==> src/hdl/bdil_pkg.sv <==
package bdil_pkg;

  // Field and register widths.
  localparam int IMG_W_BITS     = 12;
  localparam int IMG_H_BITS     = 13;
  localparam int CFG_DATA_BITS  = 13;
  localparam int CFG_INDEX_BITS = 1;
  localparam int WIN_BITS       = 9;

  // Largest frame height that the row counter follows.
  localparam logic [IMG_H_BITS-1:0] HEIGHT_LIMIT = 13'd4096;

  // Configuration register indexes.
  localparam logic [CFG_INDEX_BITS-1:0] REG_IMAGE_WIDTH  = 1'b0;
  localparam logic [CFG_INDEX_BITS-1:0] REG_IMAGE_HEIGHT = 1'b1;

  // Control bits that travel with one pixel from the position stage to the window stage.
  typedef struct packed {
    logic pb;        // New pixel, already masked to the image.
    logic nb_en;     // Row above lies inside the image.
    logic ob_en;     // Row two above lies inside the image.
    logic col_zero;  // Pixel opens a row.
    logic restart;   // Frame restarted before this pixel: window starts empty.
    logic emit;      // This transaction produces a result.
    logic last;      // This result closes the frame.
  } bdil_stage_t;

endpackage

==> src/hdl/bdil_ctrl.sv <==
module bdil_ctrl
  import bdil_pkg::*;
#(
  parameter int MAX_WIDTH = 2048,
  parameter int COL_BITS  = 11
) (
  input  logic                      clk,
  input  logic                      rst,
  input  logic                      cfg_write,
  input  logic [CFG_INDEX_BITS-1:0] cfg_index,
  input  logic [CFG_DATA_BITS-1:0]  cfg_data,
  input  logic                      in_valid,
  output logic                      in_ready,
  input  logic                      pixel_in,
  input  logic                      out_free,
  output logic                      a_valid,
  output bdil_stage_t               a_stage,
  output logic [COL_BITS-1:0]       a_col,
  output logic                      rd_en,
  output logic [COL_BITS-1:0]       rd_addr
);

  localparam int EW   = $clog2(MAX_WIDTH + 1);
  localparam int CMPW = (EW > IMG_W_BITS) ? EW : IMG_W_BITS;

  logic [IMG_W_BITS-1:0] image_width;
  logic [IMG_H_BITS-1:0] image_height;
  logic [COL_BITS-1:0]   column_count;
  logic [IMG_H_BITS-1:0] row_count;

  logic [CMPW-1:0]       eff_w;
  logic [IMG_H_BITS-1:0] eff_h;
  logic [IMG_H_BITS-1:0] h_plus1;
  logic                  restart;
  logic [COL_BITS-1:0]   col;
  logic [IMG_H_BITS-1:0] row;
  logic [CMPW-1:0]       col_inc;
  logic [COL_BITS-1:0]   column_count_next;
  logic [IMG_H_BITS-1:0] row_count_next;
  bdil_stage_t           stage_next;
  logic                  accept;
  logic                  a_move;

  // Handshake: the position stage frees when its pixel moves into the window stage.
  assign a_move   = a_valid && out_free;
  assign in_ready = !a_valid || out_free;
  assign accept   = in_valid && in_ready;

  // Configuration registers.
  always_ff @(posedge clk) begin
    if (rst) begin
      image_width  <= IMG_W_BITS'(1);
      image_height <= IMG_H_BITS'(1);
    end else if (cfg_write) begin
      case (cfg_index)
        REG_IMAGE_WIDTH:  image_width  <= cfg_data[IMG_W_BITS-1:0];
        REG_IMAGE_HEIGHT: image_height <= cfg_data[IMG_H_BITS-1:0];
        default: ;
      endcase
    end
  end

  // Position of the incoming pixel and the masks it needs.
  always_comb begin
    if (image_width == '0) begin
      eff_w = CMPW'(1);
    end else if (CMPW'(image_width) > CMPW'(MAX_WIDTH)) begin
      eff_w = CMPW'(MAX_WIDTH);
    end else begin
      eff_w = CMPW'(image_width);
    end

    if (image_height == '0) begin
      eff_h = IMG_H_BITS'(1);
    end else if (image_height > HEIGHT_LIMIT) begin
      eff_h = HEIGHT_LIMIT;
    end else begin
      eff_h = image_height;
    end
    h_plus1 = eff_h + IMG_H_BITS'(1);

    restart = (CMPW'(column_count) >= eff_w) || (row_count > h_plus1);
    col     = restart ? '0 : column_count;
    row     = restart ? '0 : row_count;

    stage_next.pb       = (row < eff_h) && pixel_in;
    stage_next.nb_en    = (row != '0) && (row <= eff_h);
    stage_next.ob_en    = (row >= IMG_H_BITS'(2));
    stage_next.col_zero = (col == '0);
    stage_next.restart  = restart;
    stage_next.emit     = (row >= IMG_H_BITS'(2)) || ((row == IMG_H_BITS'(1)) && (col != '0));
    stage_next.last     = (row == h_plus1) && (col == '0);

    // Advance along the raster; the closing pixel starts a new frame.
    col_inc = CMPW'(col) + CMPW'(1);
    if (stage_next.last) begin
      column_count_next = '0;
      row_count_next    = '0;
    end else if (col_inc >= eff_w) begin
      column_count_next = '0;
      row_count_next    = row + IMG_H_BITS'(1);
    end else begin
      column_count_next = col_inc[COL_BITS-1:0];
      row_count_next    = row;
    end
  end

  assign rd_en   = accept;
  assign rd_addr = col;

  // Position counters and the stage register.
  always_ff @(posedge clk) begin
    if (rst) begin
      column_count <= '0;
      row_count    <= '0;
      a_valid      <= 1'b0;
    end else begin
      if (accept) begin
        column_count <= column_count_next;
        row_count    <= row_count_next;
        a_valid      <= 1'b1;
      end else if (a_move) begin
        a_valid      <= 1'b0;
      end
    end
  end

  always_ff @(posedge clk) begin
    if (accept) begin
      a_stage <= stage_next;
      a_col   <= col;
    end
  end

endmodule

==> config.mk <==
export PLATFORM = sky130hd
export DESIGN_NAME = bdil_ctrl
export DESIGN_NICKNAME = d
export VERILOG_FILES = /design/src/hdl/bdil_pkg.sv /design/src/hdl/bdil_ctrl.sv
export SDC_FILE = /design/constraint.sdc
export NUM_CORES = 1
export LEC_CHECK = 0
export BUFFER_PORTS_ARGS = -buffer_cell sky130_fd_sc_hd__buf_2
export CORE_MARGIN = 1
export CORE_UTILIZATION = 40
export CTS_CLUSTER_SIZE = 25
export DETAILED_ROUTE_END_ITERATION = 8
export PLACE_DENSITY_LB_ADDON = 0.1
export SLEW_MARGIN = 40
export SYNTH_ARGS = -nofsm -noshare
export SYNTH_HDL_FRONTEND = slang
export SYNTH_SLANG_ARGS = --single-unit
==> constraint.sdc <==
create_clock -name clk -period 19.8 [get_ports clk]
set_clock_uncertainty 0.05 [all_clocks]
set_input_delay 0 -clock clk [delete_from_list [all_inputs] [get_ports clk]]
set_output_delay 0 -clock clk [all_outputs]
set_load 0.05 [all_outputs]
==> results summary <==
The clock-pin slew reported for the worst setup and hold paths after clock tree synthesis came out at 60 ps. By area, the combinational part of the netlist is dominated by simple AND/OR/NAND/NOR gates. The adder-cell share of the synthesized area came out at 14.0%. The number of nets with antenna violations after routing came out at 0. The mean instance size in the synthesized netlist is 8.26 µm². For this configuration, the core starts out at a cell density of 41.3%. Counting every instance in the synthesized netlist gives 605. The wire length reported by the detailed router came out at 14800 µm. The mapped cell area is 0.00500 mm². The async set or reset register ratio after synthesis is 0%.

The total setup buffers inserted after CTS came out at 0. The HPWL reported at the end of detailed placement came out at 11200 µm. The kind of path behind the tightest hold check is primary input to flop.

The clock period minus final worst setup slack is 8000 ps. The most prevalent standard cell on the critical path is sky130_fd_sc_hd__ha_1. The die outline area came out at 0.0129 mm². The first detailed-routing pass took 5 iterations. Overall power consumption after layout is estimated at 415 µW. The via density per instance is 5.71.

Counting along the longest clock path gives a buffer depth of 2. In this run the power density over the cells is 71.6 mW/mm². Counting every net in the synthesized netlist gives 681. The maximum clock rate is 125 MHz. The row count is 40. The overall overflow remaining after global route came out at 0.

The area added between synthesis and finish came out at 15.9%. The worst-path maximum fanout came out at 25. The kind of start point of the critical path is a flop. The layout cell share with drive strength beyond 1 came out at 13.1%. The post-synthesis xor/xnor area fraction is 3.85%. The number of global-route vias before repair came out at 4446. The basic-gate share of the synthesized area counting and, or, nand and nor cells came out at 27.0%. The number of max-cap violations came out at 0. The pre-CTS worst setup slack is 11970 ps. The cell with the biggest individual delay on the critical path is sky130_fd_sc_hd__o31ai_2. STA puts the critical path data arrival time at 8150 ps. The hold violation total from the final report is 0. The CTS tree is done. The insertion delay of the later-clocked pin in the worst-skew pair came out at 340 ps. The die outline width came out at 114 µm.

In the routed design, unresolved DRC markers number 0. The post-synthesis compound-gate area fraction is 18.3%. The mux contribution to synthesized area is 1.03%. The total negative setup slack came out at 0 ps. The yosys synthesis warning count is 0.

VDD sags by at most 54.5 µV. Entering global routing, the biggest net connects 33 pins. The number of enable-type register cells in the synthesized netlist is 18. The first-pass GRT wire length came out at 23800 µm. The CTS sink count came out at 68. The dominant register cell in the synthesized netlist is sky130_fd_sc_hd__dfxtp_1. The least setup slack across all paths after layout is 11800 ps. The synthesis-stage register bit count came out at 68. Summed over all cells, the static leakage comes to 0.00245 µW. Setup repair after global routing left no endpoint under its margin. The final net count came out at 728.

The number of pins with negative max-slew slack in the final report was 0. The kind of critical path is flop to flop. Global routing used 23.9% of the available tracks. The share of the yosys chip area belonging to registers is 30.8%.

After detailed routing, the average wire length per cell comes to 17.9 µm. The pin slew with the least headroom to its limit came out at 806 ps. The final setup violation count came out at 0. The total number of H-tree levels came out at 3. The detailed router finished its first iteration with 375 violations. The element type at the critical path end is a flop. The repair_antennas step left the layout with diodes totalling 0. The count of buffers from port buffering is 51. The clock tree root driver cell is sky130_fd_sc_hd__clkbuf_16. The number of distinct library cell variants in the gate-level netlist after synthesis came out at 66. Clock tree synthesis inserted a total of 9 buffers. Detailed routing inserted a total of 4712 vias. The placeable core region is 0.0121 mm². The data required time at the worst endpoint is 19960 ps. The number of antenna violations at the first check in global routing is 0. The run finished with clean final reports. The placer congestion estimate came out at 0.905. The worst slew margin relative to its limit is 45.9%. The fraction of the cycle the final worst path needs came out at 40.4%. The floorplan die height came out at 114 µm. The number of primary I/O pins is 52. The stage delay of the slowest cell on the critical path is 710 ps.
-- final timing paths --
path                            slack [ps]                    startpoint                          end  cells after the start
worst max register to register       11800  image_height[6]$_SDFFE_PP0P_    row_count[0]$_SDFFE_PP0P_                     31
worst max-delay path                 11800  image_height[6]$_SDFFE_PP0P_    row_count[0]$_SDFFE_PP0P_                     31
worst min-delay path                    80                     cfg_index  image_width[9]$_SDFFE_PP0P_                      4
worst min register to register         430   image_width[3]$_SDFFE_PP0P_  image_width[3]$_SDFFE_PP0P_                      2
-- state kept, by name, indices dropped and copies added (netlist names) --
name          cells
row_count        13
image_width      12
column_count     11
a_col            11
a_stage           7
a_valid           1
image_height     13
-- logic make-up after synthesis --
family                   after synthesis
AND/OR/NAND/NOR                      265
AO/OA/AOI/OAI                        129
flip-flops                            68
buffers and inverters                 60
adder cells (fa/ha/maj)               56
XOR/XNOR                              22
multiplexers                           5
-- per-layer routing --
| layer | part of all wire [%] | track usage [%] | vias to the layer above |
|---|---|---|---|
| li1 | - | - | 2316 |
| met1 | 47 | 33.9 | 2205 |
| met2 | 44 | 37.2 | 169 |
| met3 | 7.1 | 4.14 | 22 |
| met4 | 1.8 | 7.10 | 0 |
| met5 | 0 | 0 | - |
-- cells in the final DEF, fill, tap and decap left out, types with 8 or more instances in the layout --
master and count:
sky130_fd_sc_hd__nand2_1 98, sky130_fd_sc_hd__and3_1 27, sky130_fd_sc_hd__buf_2 51, sky130_fd_sc_hd__a21oi_1 37, sky130_fd_sc_hd__nand2b_1 9, sky130_fd_sc_hd__nand4_1 14, sky130_fd_sc_hd__xnor2_1 13, sky130_fd_sc_hd__o21ai_0 15
sky130_fd_sc_hd__nor2_1 23, sky130_fd_sc_hd__a32o_1 9, sky130_fd_sc_hd__clkbuf_16 9, sky130_fd_sc_hd__inv_1 23, sky130_fd_sc_hd__xor2_1 9, sky130_fd_sc_hd__nor4_1 15, sky130_fd_sc_hd__ha_1 56, sky130_fd_sc_hd__nor3_1 11
sky130_fd_sc_hd__edfxtp_1 18, sky130_fd_sc_hd__nand3_1 28, sky130_fd_sc_hd__dlygate4sd3_1 16, sky130_fd_sc_hd__dfxtp_1 50, sky130_fd_sc_hd__a21o_1 8, sky130_fd_sc_hd__or2_2 8
-- through the flow --
stage / cell area (µm²) / cells / hold WS (ps) / utilization, %
after floorplan: 5000 / 605 / 74.0 / -
after global placement: 5350 / 793 / 189 / 44.1
after detailed placement: 5350 / 793 / 205 / 44.1
after CTS: 5790 / 825 / 64.2 / 47.8
after global routing: 5790 / 825 / 124 / 47.8
final: 5790 / 825 / 78.8 / 47.8
-- cells in the mapped netlist, drive strengths merged (11+ instances only) --
master | instances | area (µm²)
ha | 56 | 701
nor3 | 11 | 55.1
nand2 | 98 | 368
xnor2 | 13 | 114
edfxtp | 18 | 541
and3 | 27 | 169
nor2 | 23 | 86.3
a21oi | 37 | 185
dfxtp | 50 | 1000
inv | 25 | 93.8
nand3 | 30 | 160
buf | 15 | 77.6
nand4 | 14 | 87.6
o21ai | 18 | 90.1
nor4 | 16 | 106
clkbuf | 20 | 75.1
-- layout make-up --
type / instances / area, µm²
clock buffer: 11 / 233
clock inverter: 5 / 52.6
fill: 1234 / 6320
inverter: 25 / 93.8
multi-input combinational: 477 / 3220
sequential: 68 / 1540
tap: 168 / 210
timing repair buffer: 71 / 445
-- critical path: cells and delay by family, from the launching register on --
kind                     cells  cell delay (ps)
flip-flops                   1              430
XOR/XNOR                     3              660
AO/OA/AOI/OAI                8             1900
adder cells (fa/ha/maj)      4             1140
AND/OR/NAND/NOR             13             2850
buffers and inverters        3              830
-- power breakdown --
part           switching, µW  internal [µW]
Sequential              5.71            150
Combinational           69.3           34.2
Clock                   58.5           96.7
-- timing repair --
item / 4_1_cts / 5_1_grt
endpoints found under the hold margin: 27 / 0
hold buffers: 16 / 0
resized for setup: 0 / 0
(Power assumes the default switching activity.)
