File: src/hdl/bdil_pkg.sv
package bdil_pkg;

  // Field and register widths.
  localparam int IMG_W_BITS     = 12;
  localparam int IMG_H_BITS     = 13;
  localparam int CFG_DATA_BITS  = 13;
  localparam int CFG_INDEX_BITS = 1;
  localparam int WIN_BITS       = 9;

  // Largest frame height that the row counter follows.
  localparam logic [IMG_H_BITS-1:0] HEIGHT_LIMIT = 13'd4096;

  // Configuration register indexes.
  localparam logic [CFG_INDEX_BITS-1:0] REG_IMAGE_WIDTH  = 1'b0;
  localparam logic [CFG_INDEX_BITS-1:0] REG_IMAGE_HEIGHT = 1'b1;

  // Control bits that travel with one pixel from the position stage to the window stage.
  typedef struct packed {
    logic pb;        // New pixel, already masked to the image.
    logic nb_en;     // Row above lies inside the image.
    logic ob_en;     // Row two above lies inside the image.
    logic col_zero;  // Pixel opens a row.
    logic restart;   // Frame restarted before this pixel: window starts empty.
    logic emit;      // This transaction produces a result.
    logic last;      // This result closes the frame.
  } bdil_stage_t;

endpackage

File: src/hdl/bdil_window.sv
module bdil_window
  import bdil_pkg::*;
(
  input  logic        clk,
  input  logic        rst,
  input  logic        a_valid,
  input  bdil_stage_t a_stage,
  input  logic [1:0]  rd_data,
  output logic        out_free,
  output logic        wr_en,
  output logic [1:0]  wr_data,
  output logic        out_valid,
  input  logic        out_ready,
  output logic        pixel_out,
  output logic        frame_last
);

  logic [WIN_BITS-1:0] window_bits;
  logic [WIN_BITS-1:0] window_bits_next;
  logic [WIN_BITS-1:0] prev;
  logic [2:0]          column;
  logic [5:0]          shifted;
  logic                bit_next;
  logic                a_move;

  assign out_free = !out_valid || out_ready;
  assign a_move   = a_valid && out_free;

  // Line buffer update: the row above ages into the row two above.
  assign wr_en   = a_move;
  assign wr_data = {a_stage.pb, rd_data[1]};

  // Slide the window one column and OR it down to the result bit.
  always_comb begin
    column  = {a_stage.pb, a_stage.nb_en & rd_data[1], a_stage.ob_en & rd_data[0]};
    prev    = a_stage.restart ? '0 : window_bits;
    shifted = prev[WIN_BITS-1:3];
    if (a_stage.col_zero) begin
      // Result belongs to the last pixel of the previous row: no column to its right.
      bit_next         = |shifted;
      window_bits_next = {column, 6'b0};
    end else begin
      window_bits_next = {column, shifted};
      bit_next         = |window_bits_next;
    end
  end

  always_ff @(posedge clk) begin
    if (rst) begin
      window_bits <= '0;
      out_valid   <= 1'b0;
    end else begin
      if (a_move) begin
        window_bits <= a_stage.last ? '0 : window_bits_next;
        out_valid   <= a_stage.emit;
      end else if (out_ready) begin
        out_valid   <= 1'b0;
      end
    end
  end

  always_ff @(posedge clk) begin
    if (a_move) begin
      pixel_out  <= bit_next;
      frame_last <= a_stage.last;
    end
  end

endmodule

File: config.mk
export PLATFORM = sky130hd
export DESIGN_NAME = bdil_window
export DESIGN_NICKNAME = d
export VERILOG_FILES = /design/src/hdl/bdil_pkg.sv /design/src/hdl/bdil_window.sv
export SDC_FILE = /design/constraint.sdc
export NUM_CORES = 1
export LEC_CHECK = 0
export ABC_AREA = 1
export BUFFER_PORTS_ARGS = -buffer_cell sky130_fd_sc_hd__buf_2
export CORE_AREA = 10 10 47 49
export CTS_BUF_LIST = sky130_fd_sc_hd__clkbuf_8
export DETAILED_ROUTE_END_ITERATION = 12
export DIE_AREA = 0 0 57 59
export PLACE_DENSITY = 0.7
export SETUP_SLACK_MARGIN = 0.1
export SLEW_MARGIN = 10
export SYNTH_ARGS = -nofsm -noshare
export SYNTH_HDL_FRONTEND = slang
export SYNTH_SLANG_ARGS = --single-unit
File: constraint.sdc
create_clock -name clk -period 1.7 [get_ports clk]
set_input_delay 0.34 -clock clk [delete_from_list [all_inputs] [get_ports clk]]
set_output_delay 0.34 -clock clk [all_outputs]
set_load 0.02 [all_outputs]
==> results.json, run 1 <==
{
  "antenna-diode-count": 0,
  "p_leak_uw": 0.0003380,
  "period_minus_slack_ns": 1.323,
  "worstMarginPinSlew_ns": 0.1873,
  "seqPwrFrac_pct": 41.8,
  "critPathLaunch": "out_valid$_SDFFE_PP0P_",
  "avgRoutedWirePerCell_um": 10.43,
  "yosys.area.top_type_share_pct": 30.60,
  "p_clk_share_pct": 42.0,
  "first_pass_iters": 4,
  "antenna_left": 0,
  "cts_root_buffer": "clkbuf_8",
  "initial_core_util_pct": 32.68,
  "cts_tree": "yes",
  "crit_type": "register to output pin",
  "finalHoldViolations": 0,
  "area.growth.synth_to_final_pct": 31.69,
  "final-instance-count-excl-fill": 107,
  "max_cap_violations": 0,
  "grt_overflow": 0,
  "totalPowerFinal_uw": 574.4,
  "arrival_ns": 0.98,
  "rsz0062_at_grt": "false",
  "cp-start-kind": "register",
  "synthTopCellsByCount": "22 x nand2_1, 18 x nor2_1, 11 x inv_1",
  "peakVddDrop_mv": 0.4011,
  "dp_hpwl_um": 908.2,
  "grt_util_all_layers_pct": 6.895,
  "syn_area_um2": 457.9,
  "syn_area_per_cell_um2": 6.542,
  "final_area_um2": 603.1,
  "drc_errors": 0,
  "clock_skew_ns": 0.0006333,
  "syn_nets": 83,
  "cts_max_path_buffers": 2,
  "min_from": "rst",
  "die_h_um": 59,
  "place_area_um2": 558.0,
  "p_int_uw": 427.6,
  "cp-end-kind": "output pin",
  "via_count": 475,
  "synth_flop_cell": "dfxtp_1",
  "cts-htree-levels": 1,
  "yosysWarnings": 0,
  "p_per_area_nw_per_um2": 952.4,
  "grt_max_degree": 11,
  "postCtsSetupBuffers": 0,
  "regArea_um2": 200.2,
  "path_clk_slew_ns": 0.04,
  "outcome": "finished clean",
  "synthArstFlopShare_pct": 0,
  "cts-resized-gates": 0,
  "core-area_um2": 1401,
  "die_area_um2": 3363,
  "fin_util_pct": 43.04,
  "fmax_mhz": 755.7,
  "tns_ns": 0,
  "drt-vias-per-instance": 4.439,
  "finalSetupViolCount": 0,
  "gp_congestion": 0.7192,
  "synth.most_common_cell": "nand2_1",
  "regToRegStartpoint": "out_valid$_SDFFE_PP0P_",
  "rows": 14,
  "antenna_found_initial": 0,
  "cts_hold_buffers": 0,
  "synth-seq-cells": 9,
  "cts_sinks": 9,
  "drive_above_1_share_pct": 27.47,
  "power_frac_comb_pct": 16.3,
  "hp-class": "primary input to register",
  "insertion_delay_ns": 0.23,
  "multi_input_area_um2": 201.4,
  "synth_edf_count": 2,
  "port_buffers": 19,
  "fin_crit_sh_pct": 77.84,
  "synth_top_cell_by_area": "dfxtp_1",
  "grt_pass1_vias": 406,
  "synth_area_leaders": "dfxtp_1 31%, nand2_1 18%, nor2_1 15%, edfxtp_1 13%, inv_1 9.0%",
  "die_w_um": 57,
  "ios": 20,
  "syn_inst": 70,
  "dp_cells": 103,
  "wirelength_um": 1116,
  "maxSlewViolCount": 0,
  "power_switching_uw": 146.8,
  "drt_iter0_drc": 7,
  "yosysSeqAreaShare_pct": 43.72,
  "switching_share_pct": 25.55,
  "cp.required_ns": 1.36,
  "yosysUniqueCellTypes": 11,
  "crit_path_max_fanout": 4,
  "final_nets": 105,
  "grt_first_pass_wirelength_um": 1773,
  "fillCellCount": 156,
  "max_slew_margin_pct": 87.44,
  "cts_buffers": 3
}
-- registers in the layout, indices dropped and copies added, names as in the netlist --
name / count
out_valid: 1
frame_last: 1
window_bits: 6
pixel_out: 1
-- power by group through the flow --
stage	sequential (uW)	combinational [uW]	clock, uW
CTS	240	94.1	248
global placement	244	91.4	0
floorplan	250	55.8	0
finish	240	93.4	241
detailed placement	244	93.7	0
global route	241	106	263
-- layout make-up --
class / instances / area share [%]
well taps: 16 / 3.320
clock buffers: 3 / 6.846
repair buffers: 19 / 15.77
clock inverters: 1 / 0.6224
multi-input cells: 48 / 33.40
inverters: 11 / 6.846
flip-flops and latches: 9 / 33.20
-- placed cells by master, fill, tap and decap left out --
master    Yosys  routed
edfxtp_1      2       2
nand3_1       3       3
dfxtp_1       7       7
nand2_1      22      22
a21oi_1       1       1
inv_1        11      12
nand2_2       2       2
buf_2         0      19
nand3b_1      1       1
clkbuf_8      0       3
a21boi_2      1       1
nor2_1       18      18
-- path summary, 6_finish.rpt --
kind	to	slack, ns	cells after the start
max	wr_en	0.38	2
min	out_valid$_SDFFE_PP0P_	0.27	2
max reg2reg	window_bits[4]$_SDFFE_PP0P_	0.77	5
min reg2reg	window_bits[6]$_SDFFE_PP0P_	0.52	4
-- logic make-up after synthesis --
group                  after synthesis  share of synthesized area [%]
AO/OA/AOI/OAI                        2                          3.551
buffers and inverters               13                          12.29
flip-flops                           9                          43.72
AND/OR/NAND/NOR                     46                          40.44
-- layer usage --
layer,track usage [%],wire length [um],part of all wire [%]
met1,7.314,521,47
met5,0,0,0
met2,9.922,482,43
met3,2.790,72,6.5
met4,7.047,40,3.6
-- critical path, cell delays in order, from the launching register on --
cell and delay [ns]:
dfxtp_1 0.33, a21boi_2 0.22, buf_2 0.20
-- through the flow --
step                      hold slack (ns)  worst slack [ns]
final                              0.2728            0.3767
after global routing               0.2799            0.3141
after CTS                          0.2710            0.3714
after detailed placement           0.5069            0.4680
after global placement             0.4835            0.4829
after floorplan                    0.4091            0.6211
No activity file was read; power rests on OpenSTA's default activity.
==> run 2, diff against run 1 <==
--- a/config.mk
+++ b/config.mk
@@ -11,7 +11,7 @@
 export CTS_BUF_LIST = sky130_fd_sc_hd__clkbuf_8
 export DETAILED_ROUTE_END_ITERATION = 12
 export DIE_AREA = 0 0 57 59
-export PLACE_DENSITY = 0.7
+export PLACE_DENSITY = 0.72
 export SETUP_SLACK_MARGIN = 0.1
 export SLEW_MARGIN = 10
 export SYNTH_ARGS = -nofsm -noshare
==> constraint.sdc (replaced) <==
create_clock -name clk -period 1.1 [get_ports clk]
set_input_delay 0.22 -clock clk [delete_from_list [all_inputs] [get_ports clk]]
set_output_delay 0.22 -clock clk [all_outputs]
set_load 0.02 [all_outputs]
==> run 2 against run 1 <==
Compared with the run above:
- via count fell by 0.42%
- cell area increased by 6.0%
- sequential cell count stayed put
- sequential share of layout area decreased by 1.7 points
- cell count is 1.9% higher
- register-to-register slack got worse by 0.65 ns
- first-iteration DRC count grew to 2.7 times the previous value
- count of clock-buffer cells in the layout did not move
- hold slack worse by 0.13 ns
- combinational power increased by 68%
- utilization increased by 2.6 points
- worst setup slack worse by 0.34 ns
==> results.json, run 2 (synthesized netlist as in run 1, its figures left out) <==
{
  "antenna_found_initial": 0,
  "cts-htree-levels": 1,
  "p_leak_uw": 0.0003587,
  "crit_path_max_fanout": 3,
  "avgRoutedWirePerCell_um": 10.18,
  "drive_above_1_share_pct": 30.11,
  "regToRegStartpoint": "out_valid$_SDFFE_PP0P_",
  "wirelength_um": 1110,
  "rsz0062_at_grt": "true",
  "totalPowerFinal_uw": 900.2,
  "die_area_um2": 3363,
  "crit_type": "register to output pin",
  "insertion_delay_ns": 0.23,
  "rr_worst_depth": 3,
  "cp_top_family": "flip-flops",
  "crit_chain": "a21boi_4 > buf_6",
  "rr_endpoint": "pixel_out$_DFFE_PP_",
  "max_stage_delay_ns": 0.33,
  "outcome": "finished clean",
  "grt_util_all_layers_pct": 7.090,
  "final_nets": 107,
  "path_buf_inv": 1,
  "fin_crit_sh_pct": 96.30,
  "cts_max_path_buffers": 2,
  "cp-start-kind": "register",
  "clock_skew_ns": 0.001505,
  "worstMarginPinSlew_ns": 0.1967,
  "max_cap_violations": 0,
  "cts_sinks": 9,
  "top_register": "window_bits",
  "min_from": "rst",
  "rows": 14,
  "pre_cts_slack_ns": 0.1178,
  "gp_congestion": 0.8281,
  "core-area_um2": 1401,
  "setup_slack_ns": 0.04072,
  "via_count": 473,
  "antenna-diode-count": 0,
  "hp-class": "primary input to register",
  "critPathLaunch": "out_valid$_SDFFE_PP0P_",
  "drt_iter0_drc": 19,
  "layout_common_cells": "22 x nand2_1, 18 x nor2_1, 17 x buf_2",
  "endpoint": "wr_en",
  "tns_ns": 0,
  "grt_first_pass_wirelength_um": 1842,
  "cts_buffers": 3,
  "grt_pass1_vias": 466,
  "layout_commonest_cell": "nand2_1",
  "largest_reg_flops": 6,
  "finalSetupViolCount": 0,
  "ios": 20,
  "worstSetupPathDepth": 2,
  "die_h_um": 59,
  "drt-vias-per-instance": 4.339,
  "dp_hpwl_um": 890.7,
  "grt_max_degree": 11,
  "regToRegSetupSlack_ns": 0.12,
  "cts_root_buffer": "clkbuf_8",
  "peakVddDrop_mv": 0.6234,
  "path_clk_slew_ns": 0.04,
  "drc_errors": 0,
  "fmax_mhz": 944.0,
  "arrival_ns": 0.84,
  "slowest_stage": "dfxtp_2",
  "grt_overflow": 0,
  "period_minus_slack_ns": 1.059,
  "area.growth.synth_to_final_pct": 39.62,
  "first_pass_iters": 4,
  "cts_tree": "yes",
  "cp-end-kind": "output pin",
  "initial_core_util_pct": 32.68,
  "cp.required_ns": 0.88,
  "max_slew_margin_pct": 86.87,
  "fillCellCount": 156,
  "p_per_area_nw_per_um2": 1408,
  "fin_util_pct": 45.63,
  "maxSlewViolCount": 0,
  "antenna_left": 0,
  "die_w_um": 57,
  "finalHoldViolations": 0,
  "port_buffers": 19
}
-- run 2: changes by cell type in the layout (fill, tap and decap cells not counted) --
| cell | before | now |
|---|---|---|
| buf_6 | 0 | 2 |
| a21boi_4 | 0 | 1 |
| dfxtp_2 | 0 | 1 |
| dfxtp_1 | 7 | 6 |
| buf_4 | 0 | 2 |
| a21boi_2 | 1 | 0 |
| buf_2 | 19 | 17 |
-- run 2: worst register-to-register path, delay by kind of cell (launching register included) --
family                 cells  cell delay [ns]
flip-flops                 1             0.33
buffers and inverters      2             0.23
AO/OA/AOI/OAI              1             0.14
-- run 2: repair_timing --
action	in CTS	in global routing
resized for setup	4	0
pin swaps	1	0
hold buffers	0	0
buffers inserted	2	0
endpoints found under the setup margin	2	6
-- run 2: worst min-delay path by stage --
stage	depth (start not counted)	to	slack (ns)
final	2	out_valid$_SDFFE_PP0P_	0.14
after global routing	2	out_valid$_SDFFE_PP0P_	0.14
after floorplan	1	out_valid$_SDFFE_PP0P_	0.28
after global placement	2	out_valid$_SDFFE_PP0P_	0.39
after detailed placement	2	out_valid$_SDFFE_PP0P_	0.39
after CTS	2	out_valid$_SDFFE_PP0P_	0.14
-- run 2: metal layers --
metal | routed length [um] | global-route usage (%)
met4 | 23 | 5.034
met5 | 0 | 0
met2 | 584 | 12.87
met1 | 442 | 5.804
met3 | 59 | 3.648
-- run 2: stage by stage --
stage	area, um^2	std cells	hold slack [ns]
3_5_place_dp	566.8	103	0.3886
4_1_cts	639.4	109	0.1434
6_report	639.4	109	0.1449
3_3_place_gp	566.8	103	0.3850
5_1_grt	639.4	109	0.1416
2_1_floorplan	466.7	70	0.2817
-- run 2: power by group --
group	internal [uW]	switching, uW	total, uW	leakage, uW
registers	363	8.61	372	0.0000773
clock network	243	128	371	0.0000269
logic	66.9	90.4	157	0.000255
-- run 2: layout make-up --
class | count | area [um^2] | area share (%)
clock buffers | 3 | 41.29 | 6.458
clock inverters | 1 | 3.754 | 0.5871
inverters | 11 | 41.29 | 6.458
multi-input cells | 48 | 209.0 | 32.68
flip-flops and latches | 9 | 201.4 | 31.51
well taps | 16 | 20.02 | 3.131
repair buffers | 21 | 122.6 | 19.18
==> run 3, diff against run 2 <==
--- a/config.mk
+++ b/config.mk
@@ -5,13 +5,13 @@
 export SDC_FILE = /design/constraint.sdc
 export NUM_CORES = 1
 export LEC_CHECK = 0
-export ABC_AREA = 1
 export BUFFER_PORTS_ARGS = -buffer_cell sky130_fd_sc_hd__buf_2
 export CORE_AREA = 10 10 47 49
 export CTS_BUF_LIST = sky130_fd_sc_hd__clkbuf_8
 export DETAILED_ROUTE_END_ITERATION = 12
 export DIE_AREA = 0 0 57 59
-export PLACE_DENSITY = 0.72
+export MAX_ROUTING_LAYER = met4
+export PLACE_DENSITY = 0.67
 export SETUP_SLACK_MARGIN = 0.1
 export SLEW_MARGIN = 10
 export SYNTH_ARGS = -nofsm -noshare
==> constraint.sdc (replaced) <==
create_clock -name clk -period 1.1 [get_ports clk]
set_input_delay 0.22 -clock clk [delete_from_list [all_inputs] [get_ports clk]]
set_output_delay 0.22 -clock clk [all_outputs]
set_load 0.1 [all_outputs]
==> run 3 against run 2 <==
Compared with the run above:
- the run now ends with negative setup slack left
- cell area increased by 27%
- largest cell class is now buffers
- highest routed layer unchanged
- clock skew about the same
- utilization increased by 12 points
==> results.json, run 3 <==
{
  "rows": 14,
  "final-instance-count-excl-fill": 92,
  "synth-seq-cells": 9,
  "drt_iter0_drc": 11,
  "max_slew_margin_pct": 78.30,
  "die_w_um": 57,
  "grt_pass1_vias": 462,
  "maxSlewViolCount": 0,
  "rsz0062_at_grt": "true",
  "p_leak_uw": 0.0003384,
  "max_cap_violations": 0,
  "wirelength_um": 1391,
  "arrival_ns": 1.11,
  "gp_congestion": 0.9094,
  "yosysWarnings": 0,
  "synth_top_cell_by_area": "dfxtp_1",
  "drc_errors": 0,
  "final_nets": 90,
  "fin_crit_sh_pct": 121.1,
  "via_count": 474,
  "layout_common_cells": "12 x buf_2, 9 x buf_4, 8 x buf_12",
  "dp_hpwl_um": 965.9,
  "top_register": "window_bits",
  "syn_inst": 43,
  "cts_buffers": 3,
  "drive_above_1_share_pct": 63.16,
  "hp-class": "primary input to register",
  "port_buffers": 19,
  "period_minus_slack_ns": 1.332,
  "first_pass_iters": 4,
  "area.growth.synth_to_final_pct": 108.0,
  "yosysUniqueCellTypes": 17,
  "cts_root_buffer": "clkbuf_8",
  "synth_flop_cell": "dfxtp_1",
  "crit_path_max_fanout": 2,
  "insertion_delay_ns": 0.23,
  "violations": "negative setup slack",
  "cts_max_path_buffers": 2,
  "die_area_um2": 3363,
  "synth_area_leaders": "dfxtp_1 36%, edfxtp_1 15%, a21oi_1 9.0%, o21ai_0 7.7%, or4_1 5.8%",
  "outcome": "complete, but fails checks",
  "syn_nets": 56,
  "cts-htree-levels": 1,
  "layout_commonest_cell": "buf_2",
  "initial_core_util_pct": 27.77,
  "clock_skew_ns": 0.001398,
  "yosys.area.top_type_share_pct": 36.01,
  "cp-start-kind": "register",
  "synth_edf_count": 2,
  "antenna_found_initial": 0,
  "finalHoldViolations": 0,
  "cp.required_ns": 0.88,
  "die_h_um": 59,
  "cts_sinks": 9,
  "antenna_left": 0,
  "syn_area_um2": 389.1,
  "worstMarginPinSlew_ns": 0.3230,
  "cp-end-kind": "output pin",
  "cts_tree": "yes",
  "grt_overflow": 0,
  "setup_slack_ns": -0.2322,
  "ios": 20,
  "synthTopCellsByCount": "7 x a21oi_1, 7 x dfxtp_1, 6 x o21ai_0",
  "totalPowerFinal_uw": 1034,
  "dp_cells": 82,
  "path_clk_slew_ns": 0.05,
  "peakVddDrop_mv": 0.7307,
  "core-area_um2": 1401,
  "yosysSeqAreaShare_pct": 51.45,
  "crit_type": "register to output pin",
  "syn_area_per_cell_um2": 9.049,
  "pre_cts_slack_ns": -0.2265,
  "cts_hold_buffers": 0,
  "largest_reg_flops": 6,
  "fmax_mhz": 750.6,
  "finalSetupViolCount": 13,
  "drt-vias-per-instance": 5.152,
  "grt_max_degree": 8,
  "p_per_area_nw_per_um2": 1277,
  "antenna-diode-count": 0,
  "grt_util_all_layers_pct": 7.658,
  "avgRoutedWirePerCell_um": 15.12,
  "grt_first_pass_wirelength_um": 1980,
  "synthArstFlopShare_pct": 0
}
## run 3: layout make-up
type	instances	area, um^2
sequential	9	203.9
timing repair buffer	32	321.6
clock inverter	1	3.754
tap	16	20.02
clock buffer	3	41.29
fill	122	591.8
multi-input combinational	29	207.7
inverter	2	11.26
## run 3: critical path, stage by stage, from the launching register on
cell and delay, ns:
dfxtp_4 0.34, nor2b_4 0.14, buf_4 0.12, clkinvlp_4 0.10, buf_12 0.17
## run 3: where the power goes
| part | switching, uW | total (uW) | leakage [uW] | internal [uW] |
|---|---|---|---|---|
| Sequential | 7.95 | 358 | 0.0000771 | 350 |
| Clock | 135 | 379 | 0.0000269 | 243 |
| Combinational | 174 | 297 | 0.000234 | 123 |
| Total | 317 | 1030 | 0.000338 | 717 |
## run 3: final timing paths
check | startpoint | endpoint | slack [ns] | depth (start not counted)
hold reg to reg | window_bits[5]$_SDFFE_PP0P_ | window_bits[5]$_SDFFE_PP0P_ | 0.48 | 2
hold / removal | a_stage[1] | out_valid$_SDFFE_PP0P_ | 0.23 | 3
setup reg to reg | window_bits[4]$_SDFFE_PP0P_ | pixel_out$_DFFE_PP_ | -0.21 | 3
setup / recovery | out_valid$_SDFFE_PP0P_ | out_free | -0.23 | 4
## run 3: metrics by stage
step	area, um^2	hold slack (ns)	setup TNS (ns)	utilization (%)
after floorplan	406.6	0.2794	-5.880	-
after global placement	654.4	0.4598	-0.8603	46.70
after detailed placement	654.4	0.4705	-0.9113	46.70
after CTS	750.7	0.2282	-1.013	53.57
after global routing	809.5	0.2487	-2.185	57.77
final	809.5	0.2346	-1.693	57.77
## run 3: timing repair
item,in CTS,in global routing
endpoints found under the hold margin,0,0
gates resized for setup,8,10
endpoints found under the setup margin,15,15
cloned,0,0
buffers inserted,3,3
pin swaps,3,3
## run 3: layer usage
metal	GRT usage (%)	vias to the layer above	wire length (um)
met3	1.717	2	45
li1	-	229	-
met2	13.64	20	776
met5	-	-	0
met1	6.571	223	554
met4	7.047	0	15
## run 3: kinds of logic (layout without fill, tap and decap cells)
family,after synthesis,in the layout,synth area share [%]
simple gates,14,14,20.90
compound gates,15,15,20.58
buf+inv,5,38,7.070
flops,9,9,51.45
